**config.mk**
```make
export PLATFORM = sky130hd
export DESIGN_NAME = dms_ram
export DESIGN_NICKNAME = d
export VERILOG_FILES = /design/src/design/dfa_match_span_scanner_unit_assert.svh /design/src/design/dms_ram.sv
export SDC_FILE = /design/constraint.sdc
export NUM_CORES = 1
export LEC_CHECK = 0
export ABC_AREA = 0
export BUFFER_PORTS_ARGS = -buffer_cell sky130_fd_sc_hd__buf_2
export CORE_ASPECT_RATIO = 0.8
export CORE_UTILIZATION = 39
export CTS_BUF_LIST = sky130_fd_sc_hd__clkbuf_16
export CTS_CLUSTER_SIZE = 12
export DETAILED_ROUTE_END_ITERATION = 10
export PLACE_DENSITY = 0.57
export SKIP_CTS_REPAIR_TIMING = 1
export SLEW_MARGIN = 20
export SYNTH_ARGS = -nofsm -noshare
export SYNTH_HDL_FRONTEND = slang
export SYNTH_SLANG_ARGS = --single-unit
```
**constraint.sdc**
```tcl
create_clock -name aclk -period 2.6 [get_ports aclk]
set_clock_uncertainty 0.15 [all_clocks]
set_input_delay 0.26 -clock aclk [delete_from_list [all_inputs] [get_ports aclk]]
set_output_delay 0.26 -clock aclk [all_outputs]
set_load 0.03 [all_outputs]
```
**src/design/dfa_match_span_scanner_unit_assert.svh**
```systemverilog
// Assertion macros for the DFA span scanner. The assertions sample on aclk
// and are switched off while aresetn is low.
`ifndef DFA_MATCH_SPAN_SCANNER_UNIT_ASSERT_SVH
`define DFA_MATCH_SPAN_SCANNER_UNIT_ASSERT_SVH

`ifndef SYNTH

`define DMS_ASSERT_IMP(label, ante, cons) \
    label: assert property (@(posedge aclk) disable iff (!aresetn) (ante) |-> (cons)) \
        else $error("dms check failed");

`define DMS_ASSERT_NXT(label, ante, cons) \
    label: assert property (@(posedge aclk) disable iff (!aresetn) (ante) |=> (cons)) \
        else $error("dms check failed");

`else

`define DMS_ASSERT_IMP(label, ante, cons)

`define DMS_ASSERT_NXT(label, ante, cons)

`endif

`endif

```
**src/design/dms_ram.sv**
```systemverilog
module dms_ram #(
    parameter int  WIDTH     = 8,
    parameter int  DEPTH     = 64,
    localparam int ADDR_BITS = $clog2(DEPTH)
) (
    input  logic                 aclk,
    input  logic                 we,
    input  logic [ADDR_BITS-1:0] waddr,
    input  logic [WIDTH-1:0]     wdata,
    input  logic                 re,
    input  logic [ADDR_BITS-1:0] raddr,
    output logic [WIDTH-1:0]     rdata
);

    logic [WIDTH-1:0] mem [DEPTH];

    always_ff @(posedge aclk) begin
        if (we) begin
            mem[waddr] <= wdata;
        end
    end

    // read data is registered and held until the next read
    always_ff @(posedge aclk) begin
        if (re) begin
            rdata <= mem[raddr];
        end
    end

endmodule

```
==> impl_metrics.csv <==
group,metric,value,unit
critical_path,crit_required,2.76,ns
critical_path,worst_setup_path_end_kind,"register",
clock_network,clk_pin_slew,0.06,ns
route,viasPerCell,5.47,
worst_hold_path,hp-class,"input port to register",
yosys,synth_seq_cells,520,
sta,setup_viol,0,
clock_network,cts_sinks,520,
floorplan,die_y,206,um
sta,max_freq,417,MHz
global_routing,first_global_vias,10000,
clock_network,clockBufferDepth,3,
floorplan,die_area,52800,sq um
sta,layout_setup_ws,0.201,ns
route,dr.pass1.iters,5,
sta,hold_violations,2,
critical_path,timing_worst_setup_path_type,"register to register",
sta,rsz0062_at_grt,"false",
power_and_ir_drop,p_per_area,716,nW/um^2
yosys,synthesis.area,20200,sq um
clock_network,cts_root_buffer,"clkbuf_16",
sta,worst_slew_pin_slew,0.825,ns
yosys,synth_edf_count,520,
power_and_ir_drop,peakVddDrop,0.000546,V
sta,slew_violations,0,
route,wl_per_cell,26.2,um
sta,slew_headroom,43.6,%
final_layout,stdcell_count,1825,
placed_design,gp_congestion,0.839,
final_layout,drive_gt1_share,32.2,%
critical_path,arrival,2.56,ns
outcome,violations,"negative hold slack",
global_routing,grt_max_degree,65,
floorplan,start_util,39.6,%
floorplan,die_w,257,um
yosys,yosysUniqueCellTypes,39,
yosys,avgSynthCellArea,21.5,sq um
floorplan,num_rows,74,
placed_design,place_ws,-0.301,ns
final_layout,nets,1139,
final_layout,areaGrowthSynthToFinish,17.0,%
floorplan,io_pins,31,
global_routing,grt-ovfl-total,0,
route,vias,9975,
job,maxCapViolCount,0,
route,drt_iter0_markers,1083,
route,drt_wl_total,47.8,mm
sta,final.period_utilization,92.3,%
placed_design,dp_cells,1743,
global_routing,antenna_found_initial,3,
route,drc_errors,0,
outcome,outcome,"finished, violations left",
yosys,ys_warn_count,0,
clock_network,tritoncts,"done",
route,antenna_left,0,
yosys,syn-num-nets,963,
placed_design,hpwl,31.2,mm
placed_design,numPortBuffers,30,
yosys,synthArstFlopShare,0,%
global_routing,track_usage,18.6,%
final_layout,final_common_cell,"edfxtp_1",
sta,hold_slack,-0.00238,ns
yosys,synth-main-ff-cell,"edfxtp_1",
power_and_ir_drop,power.leakage,7.65,nW
clock_network,clk_latency,0.57,ns
global_routing,grt_pass1_wl,70.7,mm
final_layout,mostFrequentLayoutCells,"520 x edfxtp_1, 126 x mux4_2, 125 x buf_4",
sta,period_minus_slack,2.40,ns
final_layout,nFillCells,4333,
final_layout,utilization,46.4,%
clock_network,htree_levels,2,
floorplan,core-area,51100,sq um
critical_path,path_max_fanout,1,
yosys,synthCells,940,
critical_path,startpoint_type,"register",
yosys,ys_seq_area_share,77.1,%
clock_network,numCtsBuffers,52,
flip-flops by register name, indices dropped and copies added, names as in the netlist:
| register | count |
|---|---|
| mem | 512 |
| rdata | 8 |
metrics by stage:
stage | TNS (ns) | hold slack, ns | instance area (sq um) | power (W)
after detailed placement | -0.540 | 0.482 | 22200 | 0.0105
final | 0 | -0.00238 | 23700 | 0.0170
after CTS | 0 | -0.126 | 23700 | 0.0171
after floorplan | 0 | 0.209 | 20200 | 0.0100
after global routing | 0 | 0.00470 | 23700 | 0.0175
after global placement | -0.475 | 0.480 | 22200 | 0.0105
worst max-delay path, stage by stage, from the launching register on:
cell and delay [ns]:
edfxtp_1 0.38, mux4_2 0.46, nor2b_1 0.14, a2111oi_0 0.74, buf_4 0.23, o41ai_1 0.06
Yosys cell counts (8+ instances only):
cell type    n  area (sq um)
o22ai_1      8          50.1
buf_4       13          97.6
buf_2       11          55.1
o221ai_1     8          70.1
nand3_1     13          65.1
nand2_1     19          71.3
mux4_2     126          2840
nor2b_1     14          87.6
clkbuf_1    17          63.8
edfxtp_1   520         15600
mux2i_1     23           230
nor2_1      83           312
mux2_2      13           146
path summary, 6_finish.rpt:
check | from | end | slack, ns | cells after the start
worst max register to register | mem[3][3]$_DFFE_PP_ | rdata[3]$_DFFE_PP_ | 0.20 | 5
worst min register to register | mem[7][7]$_DFFE_PP_ | rdata[7]$_DFFE_PP_ | 0.82 | 4
worst max-delay path | mem[3][3]$_DFFE_PP_ | rdata[3]$_DFFE_PP_ | 0.20 | 5
worst min-delay path | wdata[7] | mem[50][7]$_DFFE_PP_ | -0.002 | 1
metal layers:
metal | vias up | wire length (um) | track usage [%]
met4 | 4 | 639 | 3.85
met5 | - | 23 | 0
met3 | 52 | 3580 | 4.87
met2 | 294 | 21200 | 27.0
li1 | 4275 | - | -
met1 | 5350 | 22400 | 28.1
cell families (layout without fill, tap and decap cells):
group	after synthesis	count (layout)	share of synthesized area, %
AO/OA/AOI/OAI	54	54	2.06
other	0	2	0
multiplexers	162	162	15.9
flip-flops	520	520	77.1
AND/OR/NAND/NOR	153	153	3.37
buffers and inverters	51	250	1.56
final cells by class:
cell class	instances	area [sq um]	area share, %
Sequential cell	520	15600	65.9
Multi-Input combinational cell	369	4320	18.2
Timing Repair Buffer	173	1460	6.15
Tap cell	684	856	3.61
Clock buffer	53	1330	5.60
Antenna cell	2	5.00	0.0211
Clock inverter	24	123	0.517
report_power, final:
part / switching [W] / internal, W / total (W)
Combinational: 0.000580 / 0.000406 / 0.000987
Clock: 0.00294 / 0.00371 / 0.00665
Sequential: 0.0000260 / 0.00930 / 0.00932
Total: 0.00355 / 0.0134 / 0.0170
No activity file was read; power rests on OpenSTA's default activity.
