==> src/design/dfa_match_span_scanner_unit_assert.svh <==
// Assertion macros for the DFA span scanner. The assertions sample on aclk
// and are switched off while aresetn is low.
`ifndef DFA_MATCH_SPAN_SCANNER_UNIT_ASSERT_SVH
`define DFA_MATCH_SPAN_SCANNER_UNIT_ASSERT_SVH

`ifndef SYNTH

`define DMS_ASSERT_IMP(label, ante, cons) \
    label: assert property (@(posedge aclk) disable iff (!aresetn) (ante) |-> (cons)) \
        else $error("dms check failed");

`define DMS_ASSERT_NXT(label, ante, cons) \
    label: assert property (@(posedge aclk) disable iff (!aresetn) (ante) |=> (cons)) \
        else $error("dms check failed");

`else

`define DMS_ASSERT_IMP(label, ante, cons)

`define DMS_ASSERT_NXT(label, ante, cons)

`endif

`endif

==> src/design/dms_pkg.sv <==
package dms_pkg;

    localparam int NUM_STATES    = 64;
    localparam int ALPHABET_BASE = 32;
    localparam int POSITION_BITS = 16;
    localparam int SYMBOL_LIMIT  = 128;
    localparam int COLUMNS       = SYMBOL_LIMIT - ALPHABET_BASE;

    localparam int STATE_BITS    = $clog2(NUM_STATES);
    localparam int COL_BITS      = $clog2(COLUMNS);
    localparam int TBL_DEPTH     = NUM_STATES * COLUMNS;
    localparam int TBL_ADDR_BITS = $clog2(TBL_DEPTH);

    // Port field widths
    localparam int OP_BITS       = 2;
    localparam int IDX_BITS      = 6;
    localparam int SYM_BITS      = 7;
    localparam int OUT_POS_BITS  = 16;

    // Configuration port
    localparam int CFG_INDEX_BITS = 1;
    localparam int CFG_DATA_BITS  = 6;
    localparam logic [CFG_INDEX_BITS-1:0] CFG_MATCH_MODE  = 1'd0;
    localparam logic [CFG_INDEX_BITS-1:0] CFG_START_STATE = 1'd1;

    localparam logic MODE_FIND_ALL   = 1'b0;
    localparam logic MODE_FULL_MATCH = 1'b1;

    // Operation codes
    localparam logic [OP_BITS-1:0] OP_LOAD_TRANS = 2'd0;
    localparam logic [OP_BITS-1:0] OP_LOAD_MARKS = 2'd1;
    localparam logic [OP_BITS-1:0] OP_SCAN       = 2'd2;

    // Result kinds
    localparam logic KIND_SPAN    = 1'b0;
    localparam logic KIND_VERDICT = 1'b1;

    // State mark word: accepting in the upper bit, dead in the lower
    localparam int MARK_BITS     = 2;
    localparam int MARK_ACC_BIT  = 1;
    localparam int MARK_DEAD_BIT = 0;

    // Result queue
    localparam int FIFO_DEPTH    = 4;
    localparam int FIFO_PTR_BITS = $clog2(FIFO_DEPTH);
    localparam int FIFO_CNT_BITS = $clog2(FIFO_DEPTH + 1);

    typedef struct packed {
        logic                    kind;
        logic [OUT_POS_BITS-1:0] first;
        logic [OUT_POS_BITS-1:0] final_pos;
        logic                    accepted;
        logic                    last;
    } result_t;

    typedef struct packed {
        logic    valid0;
        logic    valid1;
        result_t entry0;
        result_t entry1;
    } push_t;

    typedef struct packed {
        logic                     we;
        logic [TBL_ADDR_BITS-1:0] waddr;
        logic [STATE_BITS-1:0]    wdata;
        logic                     re;
        logic [TBL_ADDR_BITS-1:0] raddr;
    } tbl_port_t;

    typedef struct packed {
        logic                  we;
        logic [STATE_BITS-1:0] waddr;
        logic [MARK_BITS-1:0]  wdata;
        logic                  re;
        logic [STATE_BITS-1:0] raddr;
    } mark_port_t;

    function automatic logic [STATE_BITS-1:0] state_num(input logic [IDX_BITS-1:0] v);
        return STATE_BITS'(v % NUM_STATES);
    endfunction

    function automatic logic [COL_BITS-1:0] col_of(input logic [SYM_BITS-1:0] s);
        if (s >= SYM_BITS'(ALPHABET_BASE)) begin
            return COL_BITS'(s - SYM_BITS'(ALPHABET_BASE));
        end
        return '0;
    endfunction

    function automatic logic [TBL_ADDR_BITS-1:0] tbl_index(input logic [STATE_BITS-1:0] st,
                                                           input logic [COL_BITS-1:0]   col);
        return TBL_ADDR_BITS'(TBL_ADDR_BITS'(st) * TBL_ADDR_BITS'(COLUMNS))
               + TBL_ADDR_BITS'(col);
    endfunction

endpackage

==> src/design/dms_result_fifo.sv <==
module dms_result_fifo (
    input  logic                              aclk,
    input  logic                              aresetn,
    input  dms_pkg::push_t                    push,
    output logic [dms_pkg::FIFO_CNT_BITS-1:0] count,
    output logic                              m_valid,
    input  logic                              m_ready,
    output dms_pkg::result_t                  head
);

    localparam int PTR_BITS = dms_pkg::FIFO_PTR_BITS;
    localparam int CNT_BITS = dms_pkg::FIFO_CNT_BITS;

    dms_pkg::result_t entry_mem [dms_pkg::FIFO_DEPTH];

    logic [PTR_BITS-1:0] wr_ptr_reg, wr_ptr_next;
    logic [PTR_BITS-1:0] rd_ptr_reg, rd_ptr_next;
    logic [CNT_BITS-1:0] count_reg, count_next;
    logic [CNT_BITS-1:0] n_push;
    logic [CNT_BITS:0]   count_sum;
    logic                pop;

    assign pop       = m_valid && m_ready;
    assign n_push    = CNT_BITS'(push.valid0) + CNT_BITS'(push.valid1);
    assign count_sum = (CNT_BITS+1)'(count_reg) + (CNT_BITS+1)'(n_push);

    assign count_next  = CNT_BITS'(count_reg + n_push - CNT_BITS'(pop));
    assign wr_ptr_next = PTR_BITS'(wr_ptr_reg + PTR_BITS'(n_push));
    assign rd_ptr_next = PTR_BITS'(rd_ptr_reg + PTR_BITS'(pop));

    always_ff @(posedge aclk) begin
        if (!aresetn) begin
            wr_ptr_reg <= '0;
            rd_ptr_reg <= '0;
            count_reg  <= '0;
        end else begin
            wr_ptr_reg <= wr_ptr_next;
            rd_ptr_reg <= rd_ptr_next;
            count_reg  <= count_next;
        end
    end

    // up to two entries land per cycle, always packed from entry0
    always_ff @(posedge aclk) begin
        if (push.valid0) begin
            entry_mem[wr_ptr_reg] <= push.entry0;
        end
        if (push.valid1) begin
            entry_mem[PTR_BITS'(wr_ptr_reg + PTR_BITS'(1))] <= push.entry1;
        end
    end

    assign m_valid = (count_reg != '0);
    assign head    = entry_mem[rd_ptr_reg];
    assign count   = count_reg;

`include "dfa_match_span_scanner_unit_assert.svh"

    `DMS_ASSERT_IMP(a_push_packed, push.valid1, push.valid0)
    `DMS_ASSERT_IMP(a_no_overflow, push.valid0, count_sum <= (CNT_BITS+1)'(dms_pkg::FIFO_DEPTH))
    `DMS_ASSERT_NXT(a_hold_count, m_valid && !m_ready && !push.valid0, count_reg == $past(count_reg))

endmodule

==> config.mk <==
export PLATFORM = sky130hd
export DESIGN_NAME = dms_result_fifo
export DESIGN_NICKNAME = d
export VERILOG_FILES = /design/src/design/dms_pkg.sv /design/src/design/dms_result_fifo.sv
export VERILOG_INCLUDE_DIRS = /design/src /design/src/design
export SDC_FILE = /design/constraint.sdc
export NUM_CORES = 1
export LEC_CHECK = 0
export BUFFER_PORTS_ARGS = -buffer_cell sky130_fd_sc_hd__buf_2
export CORE_MARGIN = 2
export CORE_UTILIZATION = 55
export CTS_BUF_LIST = sky130_fd_sc_hd__clkbuf_16
export DETAILED_ROUTE_END_ITERATION = 6
export PLACE_DENSITY = 0.78
export SLEW_MARGIN = 20
export SYNTH_ARGS = -nofsm -noshare
export SYNTH_HDL_FRONTEND = slang
export SYNTH_SLANG_ARGS = --single-unit
==> constraint.sdc <==
create_clock -name aclk -period 5.1 [get_ports aclk]
set_input_delay 0.765 -clock aclk [delete_from_list [all_inputs] [get_ports aclk]]
set_output_delay 0.765 -clock aclk [all_outputs]
set_load 0.05 [all_outputs]
==> metrics.cfg <==
[power]
p_sw_frac = 0.338
p_switching_w = 0.00135
powerDensity_nw_per_um2 = 473
p_int_w = 0.00264
seqPwrFrac = 0.410
combinationalPowerShare = 0.315
clkPwrFrac = 0.275
vdd_drop_max_v = 0.000416
leakagePower_nw = 3.06

[critical_path]
cp_slowest_stage_delay_ns = 0.77
r2r_slack_ns = 2.54
worst-path-max-fanout = 20
critPathArrivalTime_ns = 2.51
worstPathRequired_ns = 4.34
critPathCapture = head[23]
worst-r2r-cell-count = 4
crit_chain = buf_4 > mux4_2 > buf_2
r2r-end = entry_mem[0][4]
worst_path_max_delay_cell = dfxtp_2
setup.worst_path.start = rd_ptr_reg[0]
reg2reg_from = wr_ptr_reg[1]
end_kind = output port
critPathTopFamily = flip-flops
startpoint_type = flip-flop
cp_num_buf_inv = 2
critPathKind = reg2out
cp.depth = 3

[die]
row_count = 41
dieArea_um2 = 14000
die_w_um = 118
initial_core_util = 0.566
die_h_um = 118
num_io_pins = 114
core_um2 = 12700

[clock_network]
cts_tree = built
cts_buffers = 17
postCtsSetupRepairBufs = 0
clk_pin_slew_worst_paths_ns = 0.06
cts_sinks = 147
clock_latency_ns = 0.42
cts_root_buf = clkbuf_16
clockBufferDepth = 2
htree_levels = 4
post_cts_resized = 0
cts_hold_buf = 0

[synthesis]
ys_top_cells_by_area = edfxtp_1 58%, mux2_2 22%, mux4_2 11%
synth_nets = 462
synth_top_family_by_area = multiplexers
yosysTopAreaCell = edfxtp_1
synth-edff-count = 140
synth.ff_latch_count = 147
synth_fa_ha_area_frac = 0.00973
ys_warn_count = 0
ys_seq_area_frac = 0.603
syn_inst = 382
ys_async_sr_fraction = 0
synth-xor-area-share = 0.00747
muxShareOfSynthArea = 0.332
yosys.cell_types.count = 29
synth_compound_area_frac = 0.00365
synth.cell_area_um2 = 7200
avgSynthCellArea_um2 = 18.9
netlist.area_leader.share = 0.584
synth-simple-area-share = 0.0174
synthFlopType = edfxtp_1

[routing]
wl_per_cell_um = 22.0
first_pass_iters = 4
met2_length_mm = 7.52
vias = 4018
drcViolationCount = 0
drt_iter0_markers = 306
wl_met1_mm = 6.47
wirelength_mm = 15.1
routed.top_layer = met5
routed-wl-met3_um = 936
via_per_inst = 5.86
ant_nets = 0

[finish]
n_fill_cell = 906
final_cell_mix = 140 x edfxtp_1, 138 x mux2_2, 113 x buf_2, 35 x mux4_2, 17 x clkbuf_16
layout_commonest_cell = edfxtp_1
drive_above_1_share = 0.639
nNetsFinal = 581
regArea_um2 = 4350
syn_to_final_growth_pct = 17.1
largest_reg_flops = 140
multi_input_area_um2 = 2710
finalInstanceArea_um2 = 8440
final_core_util = 0.663

[grt]
grt_pass1_wl_mm = 23.8
track_usage = 0.225
grt_pass1_vias = 4301
grt_remaining_overflow = 0
antenna_found_initial = 1
grt_max_degree = 38

[timing]
setup-tns-final_ns = 0
setup_violations = 0
postLayoutSetupSlackWorst_ns = 1.83
slew_violations = 0
tightest_slew_ns = 1.01
max_slew_margin = 0.327
whs_ns = 0.668
fin_skew_ns = 0.00724
hold_violations = 0
period_needed_ns = 3.27
rsz0062_at_grt = false
max_freq_mhz = 305
period_share = 0.642

[job]
maxCapViolations = 0

[run_status]
run_status = finished, final reports clean

[worst_hold_path]
hold_class = reg2reg

[placed_design]
dp_hpwl_mm = 9.55
place_area_um2 = 7930
io_buffers = 113
pre_cts_slack_ns = 2.20
place_congestion = 0.766

[routing by layer]
metal | vias up | global-route usage
met1 | 2059 | 0.299
li1 | 1800 | -
met3 | 16 | 0.0656
met2 | 141 | 0.361
met4 | 2 | 0.0692
met5 | - | 0
[cell usage after synthesis, types with 3 or more instances]
cell,number
ha_1,4
mux2i_1,3
buf_6,7
and2_1,3
buf_4,7
mux4_2,35
edfxtp_1,140
mux2_2,138
dfxtp_1,7
inv_1,4
nand2b_1,3
buf_2,8
[worst register-to-register path, delay by kind of cell, from the launching register on]
kind                   cells  cell delay [ns]
flip-flops                 1             0.62
AO/OA/AOI/OAI              1             0.14
buffers and inverters      2             0.89
AND/OR/NAND/NOR            1             0.54
[how the worst min path moves through the flow]
stage                   from             to  slack, ns  depth (start not counted)
2_1_floorplan  wr_ptr_reg[0]  wr_ptr_reg[0]       0.58                          2
3_3_place_gp        count[0]       count[0]       0.64                          2
3_5_place_dp        count[0]       count[0]       0.65                          2
4_1_cts              aresetn  rd_ptr_reg[0]       0.65                          3
5_1_grt              aresetn  rd_ptr_reg[0]       0.67                          3
6_report            count[0]       count[0]       0.67                          2
[through the flow]
stage                     total power, W  cells
final                            0.00399    686
after global routing             0.00414    685
after CTS                        0.00401    685
after detailed placement         0.00293    654
after global placement           0.00290    654
after floorplan                  0.00263    382
[final cells by class]
type | count | share of cell area
inverter | 4 | 0.00178
timing repair buffer | 123 | 0.0759
antenna | 1 | 0.000297
sequential | 147 | 0.515
clock buffer | 17 | 0.0504
tap | 172 | 0.0255
multi-input combinational | 208 | 0.321
clock inverter | 14 | 0.00994
[kinds of logic (layout without fill, tap and decap cells)]
logic type	Yosys count	in the layout
flops	147	147
simple gates	18	18
buf+inv	27	158
other cells	0	1
mux	178	178
fa+ha+maj	5	5
xor+xnor	3	3
compound gates	4	4
[power groups by stage]
stage | clock, W | sequential [W] | combinational (W)
final | 0.00109 | 0.00164 | 0.00126
after global routing | 0.00116 | 0.00166 | 0.00132
after CTS | 0.00110 | 0.00164 | 0.00127
after detailed placement | 0 | 0.00167 | 0.00126
after global placement | 0 | 0.00166 | 0.00124
after floorplan | 0 | 0.00162 | 0.00101
(Power assumes the default switching activity.)
