[config.mk]
export PLATFORM = sky130hd
export DESIGN_NAME = dms_scan_ctrl
export DESIGN_NICKNAME = d
export VERILOG_FILES = /design/src/design/dms_pkg.sv /design/src/design/dms_scan_ctrl.sv
export VERILOG_INCLUDE_DIRS = /design/src /design/src/design
export SDC_FILE = /design/constraint.sdc
export NUM_CORES = 1
export LEC_CHECK = 0
export ABC_AREA = 1
export BUFFER_PORTS_ARGS = -buffer_cell sky130_fd_sc_hd__buf_2
export CAP_MARGIN = 0
export CORE_UTILIZATION = 46
export CTS_CLUSTER_DIAMETER = 100
export CTS_CLUSTER_SIZE = 25
export DETAILED_ROUTE_END_ITERATION = 10
export PLACE_DENSITY = 0.68
export SETUP_SLACK_MARGIN = 0.1
export SYNTH_ARGS = -nofsm -noshare
export SYNTH_HDL_FRONTEND = slang
export SYNTH_SLANG_ARGS = --single-unit
[constraint.sdc]
create_clock -name aclk -period 4.2 [get_ports aclk]
set_input_delay 0.84 -clock aclk [delete_from_list [all_inputs] [get_ports aclk]]
set_output_delay 0.84 -clock aclk [all_outputs]
set_load 0.02 [all_outputs]
[src/design/dfa_match_span_scanner_unit_assert.svh]
// Assertion macros for the DFA span scanner. The assertions sample on aclk
// and are switched off while aresetn is low.
`ifndef DFA_MATCH_SPAN_SCANNER_UNIT_ASSERT_SVH
`define DFA_MATCH_SPAN_SCANNER_UNIT_ASSERT_SVH

`ifndef SYNTH

`define DMS_ASSERT_IMP(label, ante, cons) \
    label: assert property (@(posedge aclk) disable iff (!aresetn) (ante) |-> (cons)) \
        else $error("dms check failed");

`define DMS_ASSERT_NXT(label, ante, cons) \
    label: assert property (@(posedge aclk) disable iff (!aresetn) (ante) |=> (cons)) \
        else $error("dms check failed");

`else

`define DMS_ASSERT_IMP(label, ante, cons)

`define DMS_ASSERT_NXT(label, ante, cons)

`endif

`endif

[src/design/dms_pkg.sv]
package dms_pkg;

    localparam int NUM_STATES    = 64;
    localparam int ALPHABET_BASE = 32;
    localparam int POSITION_BITS = 16;
    localparam int SYMBOL_LIMIT  = 128;
    localparam int COLUMNS       = SYMBOL_LIMIT - ALPHABET_BASE;

    localparam int STATE_BITS    = $clog2(NUM_STATES);
    localparam int COL_BITS      = $clog2(COLUMNS);
    localparam int TBL_DEPTH     = NUM_STATES * COLUMNS;
    localparam int TBL_ADDR_BITS = $clog2(TBL_DEPTH);

    // Port field widths
    localparam int OP_BITS       = 2;
    localparam int IDX_BITS      = 6;
    localparam int SYM_BITS      = 7;
    localparam int OUT_POS_BITS  = 16;

    // Configuration port
    localparam int CFG_INDEX_BITS = 1;
    localparam int CFG_DATA_BITS  = 6;
    localparam logic [CFG_INDEX_BITS-1:0] CFG_MATCH_MODE  = 1'd0;
    localparam logic [CFG_INDEX_BITS-1:0] CFG_START_STATE = 1'd1;

    localparam logic MODE_FIND_ALL   = 1'b0;
    localparam logic MODE_FULL_MATCH = 1'b1;

    // Operation codes
    localparam logic [OP_BITS-1:0] OP_LOAD_TRANS = 2'd0;
    localparam logic [OP_BITS-1:0] OP_LOAD_MARKS = 2'd1;
    localparam logic [OP_BITS-1:0] OP_SCAN       = 2'd2;

    // Result kinds
    localparam logic KIND_SPAN    = 1'b0;
    localparam logic KIND_VERDICT = 1'b1;

    // State mark word: accepting in the upper bit, dead in the lower
    localparam int MARK_BITS     = 2;
    localparam int MARK_ACC_BIT  = 1;
    localparam int MARK_DEAD_BIT = 0;

    // Result queue
    localparam int FIFO_DEPTH    = 4;
    localparam int FIFO_PTR_BITS = $clog2(FIFO_DEPTH);
    localparam int FIFO_CNT_BITS = $clog2(FIFO_DEPTH + 1);

    typedef struct packed {
        logic                    kind;
        logic [OUT_POS_BITS-1:0] first;
        logic [OUT_POS_BITS-1:0] final_pos;
        logic                    accepted;
        logic                    last;
    } result_t;

    typedef struct packed {
        logic    valid0;
        logic    valid1;
        result_t entry0;
        result_t entry1;
    } push_t;

    typedef struct packed {
        logic                     we;
        logic [TBL_ADDR_BITS-1:0] waddr;
        logic [STATE_BITS-1:0]    wdata;
        logic                     re;
        logic [TBL_ADDR_BITS-1:0] raddr;
    } tbl_port_t;

    typedef struct packed {
        logic                  we;
        logic [STATE_BITS-1:0] waddr;
        logic [MARK_BITS-1:0]  wdata;
        logic                  re;
        logic [STATE_BITS-1:0] raddr;
    } mark_port_t;

    function automatic logic [STATE_BITS-1:0] state_num(input logic [IDX_BITS-1:0] v);
        return STATE_BITS'(v % NUM_STATES);
    endfunction

    function automatic logic [COL_BITS-1:0] col_of(input logic [SYM_BITS-1:0] s);
        if (s >= SYM_BITS'(ALPHABET_BASE)) begin
            return COL_BITS'(s - SYM_BITS'(ALPHABET_BASE));
        end
        return '0;
    endfunction

    function automatic logic [TBL_ADDR_BITS-1:0] tbl_index(input logic [STATE_BITS-1:0] st,
                                                           input logic [COL_BITS-1:0]   col);
        return TBL_ADDR_BITS'(TBL_ADDR_BITS'(st) * TBL_ADDR_BITS'(COLUMNS))
               + TBL_ADDR_BITS'(col);
    endfunction

endpackage

[src/design/dms_scan_ctrl.sv]
module dms_scan_ctrl (
    input  logic                               aclk,
    input  logic                               aresetn,
    input  logic                               cfg_wr_en,
    input  logic [dms_pkg::CFG_INDEX_BITS-1:0] cfg_index,
    input  logic [dms_pkg::CFG_DATA_BITS-1:0]  cfg_data,
    input  logic                               s_valid,
    output logic                               s_ready,
    input  logic [dms_pkg::OP_BITS-1:0]        s_operation,
    input  logic [dms_pkg::IDX_BITS-1:0]       s_state_index,
    input  logic [dms_pkg::SYM_BITS-1:0]       s_symbol,
    input  logic [dms_pkg::IDX_BITS-1:0]       s_next_state,
    input  logic                               s_is_accepting,
    input  logic                               s_is_dead,
    input  logic                               s_end_of_text,
    output dms_pkg::tbl_port_t                 tbl_port,
    input  logic [dms_pkg::STATE_BITS-1:0]     tbl_rdata,
    output dms_pkg::mark_port_t                mark_port,
    input  logic [dms_pkg::MARK_BITS-1:0]      mark_rdata,
    input  logic [dms_pkg::FIFO_CNT_BITS-1:0]  fifo_count,
    output dms_pkg::push_t                     push
);

    localparam int SB = dms_pkg::STATE_BITS;
    localparam int PB = dms_pkg::POSITION_BITS;
    localparam int OB = dms_pkg::OUT_POS_BITS;
    localparam int CB = dms_pkg::FIFO_CNT_BITS;

    // phase of the item in flight
    localparam logic [1:0] PH_IDLE = 2'd0;   // nothing in flight
    localparam logic [1:0] PH_TBL  = 2'd1;   // table data arriving
    localparam logic [1:0] PH_MRK  = 2'd2;   // marks arriving, decide

    logic [1:0]                 phase_reg, phase_next;
    logic                       mode_reg;
    logic [SB-1:0]              start_state_reg;
    logic [SB-1:0]              cur_reg, cur_next;
    logic [SB-1:0]              ns_reg;
    logic [dms_pkg::COL_BITS-1:0] col_reg;
    logic                       eot_reg;
    logic                       span_open_reg, span_open_next;
    logic [PB-1:0]              span_first_reg, span_first_next;
    logic [PB-1:0]              span_last_reg, span_last_next;
    logic [PB-1:0]              pos_reg, pos_next;
    logic                       pend_valid_reg, pend_valid_next;
    dms_pkg::result_t           pend_reg, pend_next;

    logic                       acc, dead;
    logic [SB-1:0]              cur_d, cur_fin, cur_issue;
    logic                       open_d;
    logic [PB-1:0]              first_d, last_d;
    logic                       rescan, finishing, flush;
    dms_pkg::result_t           e_pend, e_flush;
    logic [CB:0]                room_sum;
    logic                       room, accept, scan_acc;
    logic [dms_pkg::COL_BITS-1:0] col_in;

    assign acc    = mark_rdata[dms_pkg::MARK_ACC_BIT];
    assign dead   = mark_rdata[dms_pkg::MARK_DEAD_BIT];
    assign col_in = dms_pkg::col_of(s_symbol);

    // decision once the marks of the new state are in
    always_comb begin
        cur_d   = ns_reg;
        open_d  = span_open_reg;
        first_d = span_first_reg;
        last_d  = span_last_reg;
        rescan  = 1'b0;
        pend_next = pend_reg;
        if (phase_reg == PH_MRK && mode_reg == dms_pkg::MODE_FIND_ALL) begin
            if (acc) begin
                open_d = 1'b1;
                last_d = pos_reg;
            end else if (dead) begin
                cur_d = start_state_reg;
                if (span_open_reg) begin
                    pend_next.kind      = dms_pkg::KIND_SPAN;
                    pend_next.first     = OB'(span_first_reg);
                    pend_next.final_pos = OB'(span_last_reg);
                    pend_next.accepted  = 1'b0;
                    pend_next.last      = 1'b0;
                    open_d  = 1'b0;
                    first_d = pos_reg;
                    rescan  = 1'b1;
                end else begin
                    first_d = PB'(pos_reg + PB'(1));
                end
            end
        end
    end

    assign finishing = (phase_reg == PH_MRK) && !rescan;
    assign flush     = finishing && eot_reg
                       && ((mode_reg == dms_pkg::MODE_FULL_MATCH) || open_d);
    assign cur_fin   = eot_reg ? start_state_reg : cur_d;
    assign cur_issue = (phase_reg == PH_MRK) ? cur_fin : cur_reg;

    always_comb begin
        e_pend      = pend_reg;
        e_pend.last = !flush;
        if (mode_reg == dms_pkg::MODE_FULL_MATCH) begin
            e_flush.kind      = dms_pkg::KIND_VERDICT;
            e_flush.first     = '0;
            e_flush.final_pos = '0;
            e_flush.accepted  = acc;
        end else begin
            e_flush.kind      = dms_pkg::KIND_SPAN;
            e_flush.first     = OB'(first_d);
            e_flush.final_pos = OB'(last_d);
            e_flush.accepted  = 1'b0;
        end
        e_flush.last = 1'b1;
    end

    // results go out in order: the span closed by a dead state, then the flush
    always_comb begin
        push.entry0 = e_flush;
        push.entry1 = e_flush;
        push.valid0 = flush;
        push.valid1 = 1'b0;
        if (finishing && pend_valid_reg) begin
            push.entry0 = e_pend;
            push.valid0 = 1'b1;
            push.valid1 = flush;
        end
    end

    // room for this cycle's pushes and both results of one more item
    assign room_sum = (CB+1)'(fifo_count) + (CB+1)'(push.valid0) + (CB+1)'(push.valid1);
    assign room     = room_sum <= (CB+1)'(dms_pkg::FIFO_DEPTH - 2);
    assign s_ready  = room && ((phase_reg == PH_IDLE) || finishing);
    assign accept   = s_valid && s_ready;
    assign scan_acc = accept && (s_operation == dms_pkg::OP_SCAN);

    always_comb begin
        tbl_port.we    = accept && (s_operation == dms_pkg::OP_LOAD_TRANS)
                         && (s_symbol >= dms_pkg::SYM_BITS'(dms_pkg::ALPHABET_BASE));
        tbl_port.waddr = dms_pkg::tbl_index(dms_pkg::state_num(s_state_index), col_in);
        tbl_port.wdata = dms_pkg::state_num(s_next_state);
        tbl_port.re    = scan_acc || rescan;
        tbl_port.raddr = rescan ? dms_pkg::tbl_index(start_state_reg, col_reg)
                                : dms_pkg::tbl_index(cur_issue, col_in);
    end

    always_comb begin
        mark_port.we    = accept && (s_operation == dms_pkg::OP_LOAD_MARKS);
        mark_port.waddr = dms_pkg::state_num(s_state_index);
        mark_port.wdata = {s_is_accepting, s_is_dead};
        mark_port.re    = (phase_reg == PH_TBL);
        mark_port.raddr = tbl_rdata;
    end

    always_comb begin
        phase_next      = PH_IDLE;
        cur_next        = cur_reg;
        span_open_next  = span_open_reg;
        span_first_next = span_first_reg;
        span_last_next  = span_last_reg;
        pos_next        = pos_reg;
        pend_valid_next = pend_valid_reg;
        if (phase_reg == PH_TBL) begin
            phase_next = PH_MRK;
        end else if (rescan || scan_acc) begin
            phase_next = PH_TBL;
        end
        if (phase_reg == PH_MRK) begin
            cur_next = cur_fin;
            if (rescan) begin
                span_open_next  = open_d;
                span_first_next = first_d;
                span_last_next  = last_d;
                pend_valid_next = 1'b1;
            end else begin
                pend_valid_next = 1'b0;
                if (eot_reg) begin
                    span_open_next  = 1'b0;
                    span_first_next = '0;
                    span_last_next  = '0;
                    pos_next        = '0;
                end else begin
                    span_open_next  = open_d;
                    span_first_next = first_d;
                    span_last_next  = last_d;
                    pos_next        = PB'(pos_reg + PB'(1));
                end
            end
        end
        if (cfg_wr_en && cfg_index == dms_pkg::CFG_START_STATE) begin
            cur_next = dms_pkg::state_num(cfg_data);
        end
    end

    always_ff @(posedge aclk) begin
        if (!aresetn) begin
            phase_reg       <= PH_IDLE;
            mode_reg        <= dms_pkg::MODE_FIND_ALL;
            start_state_reg <= '0;
            cur_reg         <= '0;
            span_open_reg   <= 1'b0;
            span_first_reg  <= '0;
            span_last_reg   <= '0;
            pos_reg         <= '0;
            pend_valid_reg  <= 1'b0;
        end else begin
            phase_reg       <= phase_next;
            cur_reg         <= cur_next;
            span_open_reg   <= span_open_next;
            span_first_reg  <= span_first_next;
            span_last_reg   <= span_last_next;
            pos_reg         <= pos_next;
            pend_valid_reg  <= pend_valid_next;
            if (cfg_wr_en && cfg_index == dms_pkg::CFG_MATCH_MODE) begin
                mode_reg <= cfg_data[0];
            end
            if (cfg_wr_en && cfg_index == dms_pkg::CFG_START_STATE) begin
                start_state_reg <= dms_pkg::state_num(cfg_data);
            end
        end
    end

    always_ff @(posedge aclk) begin
        pend_reg <= pend_next;
        if (phase_reg == PH_TBL) begin
            ns_reg <= tbl_rdata;
        end
        if (scan_acc) begin
            col_reg <= col_in;
            eot_reg <= s_end_of_text;
        end
    end

`include "dfa_match_span_scanner_unit_assert.svh"

    `DMS_ASSERT_IMP(a_pend_in_flight, pend_valid_reg, phase_reg != PH_IDLE)
    `DMS_ASSERT_IMP(a_rescan_closed, (phase_reg == PH_TBL) && pend_valid_reg, !span_open_reg)
    `DMS_ASSERT_IMP(a_no_load_midscan, tbl_port.we || mark_port.we, phase_reg != PH_TBL)
    `DMS_ASSERT_NXT(a_rescan_reads, rescan, (phase_reg == PH_TBL) && pend_valid_reg)

endmodule
==> summary.txt <==
Finish
  – Commonest non-fill, non-tap cell in the layout: nand2_1
  – Share of layout cells above drive strength 1: 0.253
  – Area Growth Syn to Fin: 22.6%
  – Fin nets: 1197
  – Final core utilization: 0.582
  – # fillers: 1402
  – Max FFs per register: 32
  – Post-Layout Inst Area: 0.00852 mm^2
  – Ant. Diodes: 0
  – Most frequent cells in the layout: 325 x nand2_1, 144 x buf_2, 96 x inv_1

Placed design
  – Area post-placement: 0.00787 mm^2
  – HPWL after detailed placement: 12.7 mm
  – RePlAce Congestion: 0.901
  – I/O Buffers: 151

Route
  – Vias per inst: 5.01
  – Vias: 6533
  – WL final: 17.9 mm
  – Initial DRT Pass Iterations: 7
  – Routed Antenna Nets: 0
  – DRC viols: 16
  – Routed WL per cell: 13.7 um
  – DRT iter0 DRCs: 420

GRT
  – Number of global-route vias before repair: 6016
  – Initial antenna violation count: 0
  – Largest net degree at the start of global routing: 64
  – Aggregate global routing overflow: 0
  – Tot GR Track Use: 0.231
  – First-pass GRT wire length: 29.3 mm

Critical path
  – Crit Path Max Fanout: 5
  – Crit path kind: input port to output port
  – Worst Path Required: 3360 ps
  – CP arrival: 3220 ps
  – Crit. End Element: output port
  – Worst reg2reg setup slack: 950 ps
  – CP startpoint kind: input port

Run
  – Max Cap Viol: 0

Timing
  – Period utilisation layout: 0.966
  – Final hold vios: 0
  – Final setup TNS: 0 ps
  – Max Fclk: 247 MHz
  – Unrepaired setup endpoints after global routing: yes
  – Final Skew: 10.2 ps
  – Slew Viols, Final: 0
  – Tmin final: 4060 ps
  – Slew margin rel.: 0.226
  – Final setup viols: 0
  – Least-Margin Pin Slew: 1160 ps
  – Final hold slack: 461 ps

Yosys
  – Simple-gate share of the synthesized area: 0.280
  – Syn_area_per_cell: 7.14 um^2
  – Synth Net Count: 1055
  – Largest family of logic cells by synthesized area: simple AND/OR/NAND/NOR gates
  – Async SR Flop Fraction: 0
  – Post-Syn Area: 0.00695 mm^2
  – Synth Warn #: 0
  – Multiplexer share of the synthesized area: 0
  – Post-Synth Adder-Cell Area: 0.0724
  – Number of synthesized flops with an enable pin: 46
  – Mapped Cells: 973
  – Synth Flop Type: dfxtp_1
  – Seq cells post-synth: 111
  – Cell variety after synth: 43
  – Compound-Gate Fraction of Synth Area: 0.113
  – Post-synthesis sequential area ratio: 0.386
  – XOR/XNOR Fraction of Synth Area: 0.0290

Clock tree
  – CTS max path bufs: 2
  – TritonCTS clock tree: built
  – Clk_lat worst skew: 350 ps
  – Sink Count: 111
  – Clock root buffer: clkbuf_16
  – CTS Hold Buffers Added: 0
  – Worst-path clk slew: 80 ps
  – Num CTS Buffers: 9
  – H-tree lvl count: 3

Power and ir drop
  – Pwr Density: 278 mW/mm^2
  – Peak VDD IR: 0.000200 V
  – LEAKAGE: 4.16 nW
  – Total chip power: 2.37 mW

Min path
  – Hold Crit Class: register to register

Floorplan
  – Core footprint: 0.0146 mm^2
  – Boundary Pins: 169
  – Die ar.: 0.0156 mm^2
  – Die W: 125 um
  – Die Span Y: 125 um
  – Rows: 44
  – Starting Density: 0.475

Outcome
  – Failing checks: DRC
  – Status: finished with violations
-- synth_stat cells (all sizes together) (2+ instances only) --
master | n | share of area
fa | 7 | 0.020
nand4 | 7 | 0.0063
dfxtp | 65 | 0.19
o21ai | 32 | 0.023
ha | 29 | 0.052
nand3 | 48 | 0.035
nor2 | 67 | 0.039
xor2 | 16 | 0.020
inv | 114 | 0.062
o211ai | 9 | 0.010
o21a | 2 | 0.0022
nor3 | 11 | 0.0086
nand3b | 4 | 0.0043
a21oi | 92 | 0.067
o31ai | 2 | 0.0022
or2 | 2 | 0.0018
edfxtp | 46 | 0.20
nand2 | 338 | 0.18
a31oi | 3 | 0.0027
clkbuf | 14 | 0.0076
buf | 50 | 0.049
xnor2 | 7 | 0.0088
-- logic make-up after synthesis --
kind of cell	Yosys count
AOI/OAI and AO/OA	145
xor gates and xnor gates	23
adders and majority gates	36
buffers and inverters	178
DFF	111
other	1
and+or+nand+nor	479
-- layout make-up --
cell class                 count  area, um^2  area share
clock inverter                 7        90.1      0.0106
inverter                     114         445      0.0523
timing repair buffer         195        1140       0.134
tap                          184         230      0.0270
multi-input combinational    684        3700       0.435
sequential                   111        2680       0.315
clock buffer                   9         225      0.0264
-- where the power goes --
part	switching (mW)	total, mW	leakage, nW	internal [mW]
Combinational	0.207	0.335	3.06	0.129
Clock	0.427	0.905	0.153	0.478
Sequential	0.00768	1.13	0.948	1.12
Total	0.641	2.37	4.16	1.73
-- layer usage --
| metal | wire length, um | part of all wire | global-route usage |
|---|---|---|---|
| met1 | 8140 | 0.45 | 0.292 |
| met3 | 794 | 0.044 | 0.0382 |
| met2 | 8750 | 0.49 | 0.411 |
| met5 | 0 | 0 | 0 |
| met4 | 221 | 0.012 | 0.0567 |
-- path summary, 6_finish.rpt --
kind,from,end,cells past startpoint
max,mark_rdata[0],tbl_port[11],21
min,span_first_reg[14],e_pend[32],0
max reg2reg,phase_reg[1],col_reg[1],17
min reg2reg,span_first_reg[14],e_pend[32],0
-- worst max-delay path: stages --
cell and delay [ps]:
buf_8 90, inv_12 30, nor2_4 120, nand3_4 90, nand2_4 110, inv_4 40, nand2_2 60, nand3_2 80
o21ai_2 70, inv_1 70, ha_2 190, inv_2 60, fa_2 450, buf_6 140, nor2_4 80, nand2_2 60
nor3_2 190, nand3b_1 130, nand3_1 80, nand2_1 100, buf_6 120
-- metrics by stage --
stage	cells	setup WS [ps]
4_1_cts	1299	94.4
2_1_floorplan	973	61.1
5_1_grt	1304	-47.7
3_5_place_dp	1275	-151
6_report	1304	143
3_3_place_gp	1275	-78.6
-- timing repair --
action	4_1_cts	5_1_grt
resized for setup	23	44
buffers inserted	8	6
cloned	0	0
endpoints found under the setup margin	5	9
pin swaps	13	26
No activity file was read; power rests on OpenSTA's default activity.
